### src/sv/lpfd_pkg.sv
// Shared types and constants for the length-prefixed frame deframer.
// No dependencies; the top level, the parser and the output register import this package.
package lpfd_pkg;

  // Result status codes.
  localparam logic [1:0] ST_PAYLOAD = 2'd0;
  localparam logic [1:0] ST_EMPTY   = 2'd1;
  localparam logic [1:0] ST_BADSIZE = 2'd2;

  // Parser phase codes.
  localparam logic [2:0] PH_SIZE_HI = 3'd0;
  localparam logic [2:0] PH_SIZE_LO = 3'd1;
  localparam logic [2:0] PH_OP_LO   = 3'd2;
  localparam logic [2:0] PH_OP_HI   = 3'd3;
  localparam logic [2:0] PH_PAYLOAD = 3'd4;

  // Bytes of the body taken by the opcode.
  localparam logic [15:0] OPCODE_BYTES = 16'd2;

  typedef struct packed {
    logic [1:0]  status;
    logic [15:0] frame_opcode;
    logic [7:0]  payload_byte;
    logic [15:0] payload_length;
    logic        first_of_frame;
    logic        last_of_frame;
  } res_t;

endpackage

### src/sv/length_prefixed_frame_deframer.sv
// Length-prefixed frame deframer. Takes a received byte stream, one byte per
// transfer, and splits it into frames made of a big-endian 16-bit body size, a
// little-endian 16-bit opcode and body size minus two payload bytes. Every
// payload byte leaves as one result transfer carrying the opcode, the payload
// length and first/last marks; a frame with no payload gives a single
// empty-frame result when its opcode completes, and the size and low opcode
// bytes give no result. A body size below two gives one invalid-size result,
// after which every byte is accepted and dropped until reset. The block takes
// one byte per clock cycle while the output side does not hold it back; the
// parser sits between the input register and the output register. An accepted
// byte waits in the input register, its result is registered in the output
// register and waits there while stall is high, with the input side held only
// once that register is full and the next byte would produce a result.
// Depends on lpfd_pkg, lpfd_in_reg, lpfd_parser and lpfd_out_reg.
module length_prefixed_frame_deframer (
  input  logic        clk,
  input  logic        rst_n,
  input  logic        in_valid,
  output logic        in_stall,
  input  logic [7:0]  in_rx_byte,
  output logic        out_valid,
  input  logic        out_stall,
  output logic [1:0]  out_status,
  output logic [15:0] out_frame_opcode,
  output logic [7:0]  out_payload_byte,
  output logic [15:0] out_payload_length,
  output logic        out_first_of_frame,
  output logic        out_last_of_frame
);
  import lpfd_pkg::*;

  logic       byte_valid;
  logic [7:0] byte_data;
  logic       consume;
  logic       emit;
  logic       out_free;
  res_t       res;

  // Input register: one byte waits here while the parser looks at it.
  lpfd_in_reg u_in_reg (
    .clk        (clk),
    .rst_n      (rst_n),
    .in_valid   (in_valid),
    .in_stall   (in_stall),
    .in_rx_byte (in_rx_byte),
    .consume    (consume),
    .byte_valid (byte_valid),
    .byte_data  (byte_data)
  );

  // Parser: header tracking and the result for the held byte.
  lpfd_parser u_parser (
    .clk        (clk),
    .rst_n      (rst_n),
    .byte_valid (byte_valid),
    .byte_data  (byte_data),
    .out_free   (out_free),
    .consume    (consume),
    .emit       (emit),
    .res        (res)
  );

  // Output register: decouples the result side from the input side.
  lpfd_out_reg u_out_reg (
    .clk                (clk),
    .rst_n              (rst_n),
    .load               (emit),
    .res                (res),
    .out_free           (out_free),
    .out_valid          (out_valid),
    .out_stall          (out_stall),
    .out_status         (out_status),
    .out_frame_opcode   (out_frame_opcode),
    .out_payload_byte   (out_payload_byte),
    .out_payload_length (out_payload_length),
    .out_first_of_frame (out_first_of_frame),
    .out_last_of_frame  (out_last_of_frame)
  );

endmodule

### src/sv/lpfd_in_reg.sv
// Input register stage of the deframer: holds one received byte.
// Depends on nothing but the consume strobe from the parser.
module lpfd_in_reg (
  input  logic       clk,
  input  logic       rst_n,
  input  logic       in_valid,
  output logic       in_stall,
  input  logic [7:0] in_rx_byte,
  input  logic       consume,
  output logic       byte_valid,
  output logic [7:0] byte_data
);

  logic       valid_r;
  logic [7:0] byte_r;

  // The register can take a new byte when it is empty or drained this cycle.
  assign in_stall   = valid_r && !consume;
  assign byte_valid = valid_r;
  assign byte_data  = byte_r;

  always_ff @(posedge clk) begin
    if (!rst_n) begin
      valid_r <= 1'b0;
    end else if (!in_stall) begin
      valid_r <= in_valid;
    end
  end

  always_ff @(posedge clk) begin
    if (in_valid && !in_stall) begin
      byte_r <= in_rx_byte;
    end
  end

endmodule

### src/sv/lpfd_parser.sv
// Frame parser of the deframer: header state and the per-byte result logic.
// Depends on lpfd_pkg for phase codes, status codes and the result type.
module lpfd_parser (
  input  logic          clk,
  input  logic          rst_n,
  input  logic          byte_valid,
  input  logic [7:0]    byte_data,
  input  logic          out_free,
  output logic          consume,
  output logic          emit,
  output lpfd_pkg::res_t res
);
  import lpfd_pkg::*;

  logic [2:0]  phase_r, phase_nxt;
  logic [7:0]  size_hi_r, size_hi_nxt;
  logic [15:0] len_r, len_nxt;
  logic [15:0] remaining_r, remaining_nxt;
  logic [7:0]  op_lo_r, op_lo_nxt;
  logic [15:0] opcode_r, opcode_nxt;
  logic        first_r, first_nxt;
  logic        error_r, error_nxt;
  logic        want_emit;
  logic [15:0] size_full;
  logic        last;

  assign size_full = {size_hi_r, byte_data};
  assign last      = (remaining_r <= 16'd1);

  always_comb begin
    phase_nxt     = phase_r;
    size_hi_nxt   = size_hi_r;
    len_nxt       = len_r;
    remaining_nxt = remaining_r;
    op_lo_nxt     = op_lo_r;
    opcode_nxt    = opcode_r;
    first_nxt     = first_r;
    error_nxt     = error_r;
    want_emit     = 1'b0;
    res           = '0;
    if (!error_r) begin
      unique case (phase_r)
        PH_SIZE_HI: begin
          size_hi_nxt = byte_data;
          phase_nxt   = PH_SIZE_LO;
        end
        PH_SIZE_LO: begin
          if (size_full < OPCODE_BYTES) begin
            error_nxt  = 1'b1;
            phase_nxt  = PH_SIZE_HI;
            want_emit  = 1'b1;
            res.status = ST_BADSIZE;
          end else begin
            len_nxt   = size_full - OPCODE_BYTES;
            phase_nxt = PH_OP_LO;
          end
        end
        PH_OP_LO: begin
          op_lo_nxt = byte_data;
          phase_nxt = PH_OP_HI;
        end
        PH_OP_HI: begin
          opcode_nxt    = {byte_data, op_lo_r};
          remaining_nxt = len_r;
          first_nxt     = 1'b1;
          if (len_r == 16'd0) begin
            phase_nxt          = PH_SIZE_HI;
            want_emit          = 1'b1;
            res.status         = ST_EMPTY;
            res.frame_opcode   = {byte_data, op_lo_r};
            res.first_of_frame = 1'b1;
            res.last_of_frame  = 1'b1;
          end else begin
            phase_nxt = PH_PAYLOAD;
          end
        end
        PH_PAYLOAD: begin
          want_emit          = 1'b1;
          res.status         = ST_PAYLOAD;
          res.frame_opcode   = opcode_r;
          res.payload_byte   = byte_data;
          res.payload_length = len_r;
          res.first_of_frame = first_r;
          res.last_of_frame  = last;
          if (last) begin
            remaining_nxt = 16'd0;
            phase_nxt     = PH_SIZE_HI;
            first_nxt     = 1'b1;
          end else begin
            remaining_nxt = remaining_r - 16'd1;
            first_nxt     = 1'b0;
          end
        end
        default: begin
          phase_nxt = PH_SIZE_HI;
        end
      endcase
    end
  end

  // A byte that makes a result waits until the output register has room.
  assign consume = byte_valid && (!want_emit || out_free);
  assign emit    = consume && want_emit;

  always_ff @(posedge clk) begin
    if (!rst_n) begin
      phase_r     <= PH_SIZE_HI;
      size_hi_r   <= 8'd0;
      len_r       <= 16'd0;
      remaining_r <= 16'd0;
      op_lo_r     <= 8'd0;
      opcode_r    <= 16'd0;
      first_r     <= 1'b1;
      error_r     <= 1'b0;
    end else if (consume) begin
      phase_r     <= phase_nxt;
      size_hi_r   <= size_hi_nxt;
      len_r       <= len_nxt;
      remaining_r <= remaining_nxt;
      op_lo_r     <= op_lo_nxt;
      opcode_r    <= opcode_nxt;
      first_r     <= first_nxt;
      error_r     <= error_nxt;
    end
  end

endmodule

### src/sv/lpfd_out_reg.sv
// Output register stage of the deframer: holds one result until it is taken.
// Depends on lpfd_pkg for the result type.
module lpfd_out_reg (
  input  logic           clk,
  input  logic           rst_n,
  input  logic           load,
  input  lpfd_pkg::res_t res,
  output logic           out_free,
  output logic           out_valid,
  input  logic           out_stall,
  output logic [1:0]     out_status,
  output logic [15:0]    out_frame_opcode,
  output logic [7:0]     out_payload_byte,
  output logic [15:0]    out_payload_length,
  output logic           out_first_of_frame,
  output logic           out_last_of_frame
);
  import lpfd_pkg::*;

  logic valid_r;
  res_t res_r;

  // The register has room when it is empty or its result leaves this cycle.
  assign out_free = !valid_r || !out_stall;

  always_ff @(posedge clk) begin
    if (!rst_n) begin
      valid_r <= 1'b0;
    end else if (out_free) begin
      valid_r <= load;
    end
  end

  always_ff @(posedge clk) begin
    if (load) begin
      res_r <= res;
    end
  end

  assign out_valid          = valid_r;
  assign out_status         = res_r.status;
  assign out_frame_opcode   = res_r.frame_opcode;
  assign out_payload_byte   = res_r.payload_byte;
  assign out_payload_length = res_r.payload_length;
  assign out_first_of_frame = res_r.first_of_frame;
  assign out_last_of_frame  = res_r.last_of_frame;

endmodule
### config.mk
export PLATFORM = sky130hd
export DESIGN_NAME = length_prefixed_frame_deframer
export DESIGN_NICKNAME = d
export VERILOG_FILES = /design/src/sv/lpfd_pkg.sv /design/src/sv/length_prefixed_frame_deframer.sv /design/src/sv/lpfd_in_reg.sv /design/src/sv/lpfd_parser.sv /design/src/sv/lpfd_out_reg.sv
export SDC_FILE = /design/constraint.sdc
export NUM_CORES = 1
export LEC_CHECK = 0
export BUFFER_PORTS_ARGS = -buffer_cell sky130_fd_sc_hd__buf_2
export CORE_ASPECT_RATIO = 1.75
export CORE_MARGIN = 2
export CORE_UTILIZATION = 50
export CTS_BUF_LIST = sky130_fd_sc_hd__clkbuf_2
export CTS_CLUSTER_SIZE = 12
export DETAILED_ROUTE_END_ITERATION = 16
export PLACE_DENSITY = 0.69
export SETUP_SLACK_MARGIN = 0.1
export SKIP_LAST_GASP = 1
export SYNTH_ARGS = -nofsm -noshare
export SYNTH_HDL_FRONTEND = slang
export SYNTH_SLANG_ARGS = --single-unit
### constraint.sdc
create_clock -name clk -period 7 [get_ports clk]
set_input_delay 2.1 -clock clk [delete_from_list [all_inputs] [get_ports clk]]
set_output_delay 2.1 -clock clk [all_outputs]
set_load 0.05 [all_outputs]
==> impl_metrics.env, run 1 <==
export IMPL_outcome="complete, no violations"
export IMPL_yosys_warnings=0
export IMPL_cp_data_required_time_ns=4.90
export IMPL_synth_largest_area_cell="edfxtp_1"
export IMPL_yosysSeqAreaShare_pct=53.9
export IMPL_instances_no_fill=740
export IMPL_design_die_area_um2=12000
export IMPL_cts_root_buf="clkbuf_2"
export IMPL_skew_ns=0.0228
export IMPL_rows=50
export IMPL_yosys_register_bits=123
export IMPL_p_sw_uw=334
export IMPL_drive_gt1_share_pct=18.7
export IMPL_irDropWorstVdd_mv=0.226
export IMPL_synth_edff_count=52
export IMPL_tritoncts="yes"
export IMPL_coreArea_um2=10800
export IMPL_synth_cell_types=57
export IMPL_vias=4317
export IMPL_placed_area_um2=5860
export IMPL_die_y_um=143
export IMPL_end_kind="output pin"
export IMPL_ctsResizeCount=0
export IMPL_powerDensity_nw_per_um2=224
export IMPL_tns_ns=0
export IMPL_first_pass_iters=5
export IMPL_path_class="reg2out"
export IMPL_synth_area_um2=5530
export IMPL_ant_nets=0
export IMPL_multi_input_area_um2=2350
export IMPL_synth_top_cells_by_area="edfxtp_1 (28%), dfxtp_1 (26%), mux2i_1 (5.1%)"
export IMPL_dp_cells=707
export IMPL_grt_pass1_wl_um=20900
export IMPL_grt_usage_pct=22.6
export IMPL_wirelength_um=13300
export IMPL_seqPwrFrac_pct=56.1
export IMPL_max_freq_ghz=0.181
export IMPL_arrival_ns=3.43
export IMPL_cts_sinks=123
export IMPL_drt_initial_drc_count=355
export IMPL_final_setup_viol_count=0
export IMPL_pwr_share_clk_pct=39.5
export IMPL_crit_fanout=9
export IMPL_htree_levels=4
export IMPL_clk_latency_ns=0.66
export IMPL_post_route_period_util_pct=79.0
export IMPL_cts_setup_buffers=0
export IMPL_layout_area_seq_um2=2980
export IMPL_slew_headroom_pct=17.5
export IMPL_cts_max_path_buffers=2
export IMPL_synth_flop_cell="dfxtp_1"
export IMPL_wl_per_cell_um=18.0
export IMPL_grt_pass1_vias=4219
export IMPL_tightest_slew_ns=1.23
export IMPL_timing_final_max_slew_violations=0
export IMPL_fin_nets=611
export IMPL_internal_power_uw=1050
export IMPL_dieWidth_um=83.5
export IMPL_globalplace_congestion=0.956
export IMPL_nFillCells=958
export IMPL_comb_power_share_pct=4.5
export IMPL_holdWs_ns=0.473
export IMPL_holdCritPathClass="reg2reg"
export IMPL_power_total_uw=1380
export IMPL_design_area_um2=6170
export IMPL_syn_nets=568
export IMPL_dp_hpwl_um=9210
export IMPL_syn_mean_instance_area_um2=10.0
export IMPL_rsz0062_at_grt="no"
export IMPL_grt_max_degree=52
export IMPL_p_leak_uw=0.00201
export IMPL_initial_utilization_pct=51.4
export IMPL_cts_hold_buffers=0
export IMPL_hold_viol=0
export IMPL_switching_share_pct=24.1
export IMPL_maxCapViolCount=0
export IMPL_antenna_found_initial=1
export IMPL_finalCriticalPeriod_ns=5.53
export IMPL_pin_count=58
export IMPL_cts_buffers=17
export IMPL_area_delta_synth_final_pct=11.5
export IMPL_syn_instance_count=553
export IMPL_overflow=0
export IMPL_clk_pin_slew_ns=0.19
export IMPL_cp_start_kind="register"
export IMPL_synth_async_reset_ratio_pct=0
export IMPL_synth_top_cell_area_share_pct=28.2
export IMPL_drcViolationCount=0
export IMPL_via_per_inst=5.83
export IMPL_io_buffers=57
[path summary, 6_finish.rpt]
kind	start	slack, ns	cells after the start	endpoint
setup / recovery	u_in_reg.byte_data[5]	1.47	5	in_stall
setup reg to reg	u_in_reg.byte_data[5]	3.66	6	u_out_reg.out_payload_length[11]
hold / removal	u_parser.opcode_r[15]	0.47	2	u_parser.opcode_r[15]
hold reg to reg	u_parser.opcode_r[15]	0.47	2	u_parser.opcode_r[15]
[per-layer routing]
metal / vias to the layer above / global-route usage [%] / share of wire (%)
met4: 0 / 14.3 / 5.1
met3: 41 / 4.22 / 4.6
li1: 2082 / - / -
met1: 2052 / 23.4 / 38
met2: 142 / 41.4 / 53
met5: - / 0 / 0
[power by group through the flow]
| stage | clock, µW | sequential, µW | combinational [µW] |
|---|---|---|---|
| after CTS | 558 | 775 | 61.6 |
| after global routing | 585 | 778 | 68.1 |
| after detailed placement | 0 | 791 | 61.1 |
| after global placement | 0 | 790 | 59.8 |
| after floorplan | 0 | 779 | 51.2 |
| final | 546 | 776 | 61.7 |
[through the flow]
| step | utilization, % | worst slack [ns] |
|---|---|---|
| final | 57.3 | 1.47 |
| after global routing | 57.3 | 1.20 |
| after CTS | 57.3 | 1.42 |
| after detailed placement | 54.5 | 1.76 |
| after global placement | 54.5 | 1.84 |
| after floorplan | - | 1.33 |
[critical path: stages (launching register included)]
cell and delay [ns]:
edfxtp_1 0.56, or4_4 0.61, nor4b_4 0.49, nand4b_1 0.22, a311oi_1 0.53, buf_2 0.36
[flip-flops by register name, summed over array words and instances, names as in the netlist]
register,flops
u_parser.op_lo_r,8
u_parser.remaining_r,16
u_in_reg.byte_data,8
u_parser.size_hi_r,8
u_parser.first_r,1
u_parser.len_r,16
u_parser.opcode_r,16
u_out_reg.out_first_of_frame,1
u_out_reg.out_payload_length,16
u_out_reg.out_last_of_frame,1
u_in_reg.byte_valid,1
u_out_reg.out_status,2
u_out_reg.out_valid,1
u_out_reg.out_payload_byte,8
u_parser.phase_r,3
u_parser.error_r,1
u_out_reg.out_frame_opcode,16
[cell type report]
class / instances / area share (%)
sequential: 123 / 48.4
multi-input combinational: 384 / 38.2
timing repair buffer: 64 / 5.48
clock inverter: 15 / 3.57
tap: 130 / 2.64
clock buffer: 17 / 1.38
inverter: 6 / 0.365
antenna: 1 / 0.0406
[kinds of logic after synthesis]
kind of cell,share of synthesized area (%)
xor gates and xnor gates,2.22
adders and majority gates,0.678
muxes,5.07
DFF,53.9
and+or+nand+nor,20.2
AOI/OAI and AO/OA,14.0
buffers and inverters,3.89
[placed cells by master, fill, tap and decap left out, types with 11 or more instances in the layout]
cell type,n
nor3_1,13
a21oi_1,27
dfxtp_1,71
clkbuf_2,17
o21ai_0,11
nor2_1,70
a211oi_1,12
nand3_1,13
mux2i_1,28
a22oi_1,16
buf_2,57
nand2_1,70
edfxtp_1,52
and2_1,22
[cells in the mapped netlist (all sizes together), types with 2 or more instances]
cell    instances
dfxtp          71
nand2          70
nor2           70
edfxtp         52
clkbuf         31
a21oi          30
mux2i          28
and2           22
a22oi          16
a211oi         15
o21ai          15
nor3           14
nand3          13
nor4           10
buf             9
xor2            8
inv             6
nor2b           6
xnor2           6
and3            5
o31ai           5
a32o            4
nand3b          4
nand4           4
o41ai           4
a31oi           3
ha              3
a311oi          2
a31o            2
nor3b           2
nor4b           2
o211ai          2
o32ai           2
or2             2
or4             2
No activity file was read; power rests on OpenSTA's default activity.
==> run 2: changes to the inputs <==
--- a/config.mk
+++ b/config.mk
@@ -5,6 +5,7 @@
 export SDC_FILE = /design/constraint.sdc
 export NUM_CORES = 1
 export LEC_CHECK = 0
+export ABC_AREA = 1
 export BUFFER_PORTS_ARGS = -buffer_cell sky130_fd_sc_hd__buf_2
 export CORE_ASPECT_RATIO = 1.75
 export CORE_MARGIN = 2
==> constraint.sdc (replaced) <==
create_clock -name clk -period 5.1 [get_ports clk]
set_input_delay 1.53 -clock clk [delete_from_list [all_inputs] [get_ports clk]]
set_output_delay 1.53 -clock clk [all_outputs]
set_load 0.05 [all_outputs]
==> run 2 against run 1 <==
  * Sequential power increased by 39%
  * Worst setup slack got worse by 0.40 ns
  * Critical endpoint unchanged
  * Register-to-register slack worse by 1.5 ns
  * Die area grew 0.41%
==> impl_metrics.env, run 2 <==
export IMPL_initial_utilization_pct=50.6
export IMPL_die_y_um=143
export IMPL_cts_buffers=17
export IMPL_synth_top_cells_by_area="edfxtp_1 (28%), dfxtp_1 (26%), nor2_1 (12%)"
export IMPL_htree_levels=4
export IMPL_overflow=0
export IMPL_cp_start_kind="register"
export IMPL_cts_max_path_buffers=2
export IMPL_grt_pass1_wl_um=21000
export IMPL_rsz0062_at_grt="no"
export IMPL_path_buf_inv=2
export IMPL_clk_pin_slew_ns=0.17
export IMPL_timing_final_max_slew_violations=0
export IMPL_antenna_found_initial=1
export IMPL_syn_instance_count=678
export IMPL_fin_nets=744
export IMPL_yosysSeqAreaShare_pct=53.7
export IMPL_hold_viol=0
export IMPL_dieWidth_um=83.7
export IMPL_path_class="reg2out"
export IMPL_post_route_period_util_pct=78.9
export IMPL_r2r_setup_slack_ns=2.13
export IMPL_synth_flop_cell="dfxtp_1"
export IMPL_slowest_stage="edfxtp_1"
export IMPL_io_buffers=57
export IMPL_drive_gt1_share_pct=15.0
export IMPL_globalplace_congestion=0.885
export IMPL_grt_pass1_vias=4385
export IMPL_synth_cell_types=35
export IMPL_synth_most_common_cell="nor2_1"
export IMPL_final_setup_viol_count=0
export IMPL_rows=51
export IMPL_wl_per_cell_um=14.9
export IMPL_cts_setup_buffers=0
export IMPL_pin_count=58
export IMPL_synth_edff_count=52
export IMPL_final_cell_mix="nor2_1 (179), nand2_1 (115), dfxtp_1 (71)"
export IMPL_drcViolationCount=0
export IMPL_placed_area_um2=5910
export IMPL_hp_start="u_parser.opcode_r[13]"
export IMPL_grt_max_degree=49
export IMPL_drt_initial_drc_count=298
export IMPL_synth_largest_area_cell="edfxtp_1"
export IMPL_crit_fanout=7
export IMPL_area_delta_synth_final_pct=12.0
export IMPL_via_per_inst=5.29
export IMPL_rr_endpoint="u_out_reg.out_payload_length[6]"
export IMPL_synth_area_um2=5560
export IMPL_synth_async_reset_ratio_pct=0
export IMPL_startpoint="u_in_reg.byte_data[3]"
export IMPL_cp_top_family="simple AND/OR/NAND/NOR gates"
export IMPL_irDropWorstVdd_mv=0.193
export IMPL_r2r_start="u_parser.error_r"
export IMPL_cp_endpoint="in_stall"
export IMPL_ctsResizeCount=0
export IMPL_tns_ns=0
export IMPL_arrival_ns=2.49
export IMPL_outcome="complete, no violations"
export IMPL_cts_sinks=123
export IMPL_yosys_warnings=0
export IMPL_slowest_delay_ns=0.55
export IMPL_tritoncts="yes"
export IMPL_coreArea_um2=11000
export IMPL_cp_data_required_time_ns=3.57
export IMPL_wirelength_um=13000
export IMPL_cts_hold_buffers=0
export IMPL_syn_nets=693
export IMPL_first_pass_iters=5
export IMPL_ant_nets=0
export IMPL_maxCapViolCount=0
export IMPL_layout_commonest_cell="nor2_1"
export IMPL_slew_headroom_pct=46.3
export IMPL_cp_num_cells=8
export IMPL_max_freq_ghz=0.248
export IMPL_powerDensity_nw_per_um2=333
export IMPL_p_leak_uw=0.00298
export IMPL_skew_ns=0.0297
export IMPL_design_area_um2=6220
export IMPL_yosys_register_bits=123
export IMPL_holdCritPathClass="reg2reg"
export IMPL_end_kind="output pin"
export IMPL_clk_latency_ns=0.68
export IMPL_vias=4625
export IMPL_nFillCells=1004
export IMPL_synth_top_cell_area_share_pct=28.1
export IMPL_r2r_cells=7
export IMPL_cp_cell_sequence="nor2_1 -> nand2_1 -> nor2_4 -> nand3_1 -> nand3_2 -> nand4_1 -> inv_1 -> buf_2"
export IMPL_dp_hpwl_um=9000
export IMPL_synth_top_cells_by_count="nor2_1 (179), nand2_1 (115), dfxtp_1 (71), inv_1 (60), edfxtp_1 (52)"
export IMPL_cts_root_buf="clkbuf_2"
export IMPL_syn_mean_instance_area_um2=8.20
export IMPL_grt_usage_pct=22.4
export IMPL_design_die_area_um2=12000
export IMPL_finalCriticalPeriod_ns=4.02
export IMPL_tightest_slew_ns=0.804
==> run 2: cells by family (layout without fill, tap and decap cells) <==
group | count (synthesis) | in the layout | synth area share (%)
compound gates | 78 | 78 | 8.29
xor+xnor | 24 | 24 | 3.78
fa+ha+maj | 3 | 3 | 0.676
buf+inv | 97 | 161 | 7.05
flops | 123 | 123 | 53.7
other cells | 0 | 1 | 0
simple gates | 353 | 353 | 26.5
==> run 2: final cells by class <==
class                   instances  area [µm²]  share of cell area [%]
clock buffers                  24         120                    1.93
diodes                          1        2.50                  0.0402
well taps                     132         165                    2.65
inverters                      68         258                    4.14
multi-input cells             458        2190                    35.2
flip-flops and latches        123        2980                    47.9
clock inverters                 8         191                    3.08
repair buffers                 61         315                    5.07
==> run 2: tightest hold or removal path: cells and delay by family (launching register included) <==
family | cells | cell delay [ns]
AO/OA/AOI/OAI | 1 | 0.05
flip-flops | 1 | 0.34
AND/OR/NAND/NOR | 1 | 0.06
==> run 2: per-stage QoR <==
step                std cells  setup slack, ns  hold WS, ns  total power [µW]  util, %
CTS                       874             1.05        0.477              2080     56.7
floorplan                 678             1.38        0.429              1250        -
global route              875            0.795        0.489              2160     56.7
detailed placement        842             1.32        0.455              1310     53.8
finish                    875             1.08        0.475              2080     56.7
global placement          842             1.31        0.448              1300     53.8
==> run 2: routing by layer <==
| metal | track usage, % | vias to the layer above | part of all wire (%) |
|---|---|---|---|
| li1 | - | 2283 | - |
| met1 | 24.1 | 2164 | 38 |
| met2 | 40.1 | 140 | 53 |
| met3 | 5.11 | 38 | 3.8 |
| met4 | 12.3 | 0 | 4.4 |
| met5 | 0 | - | 0 |
==> run 2: how the worst min path moves through the flow <==
stage,to,depth (start not counted)
after floorplan,u_parser.first_r,2
after global placement,u_parser.opcode_r[6],2
after detailed placement,u_parser.opcode_r[13],2
after CTS,u_parser.opcode_r[13],2
after global routing,u_parser.opcode_r[13],2
final,u_parser.opcode_r[13],2
==> run 2: power by group <==
part           total (µW)  internal, µW  switching (µW)
Combinational         209          65.9             144
Clock                 788           434             354
Sequential           1080          1050            28.2
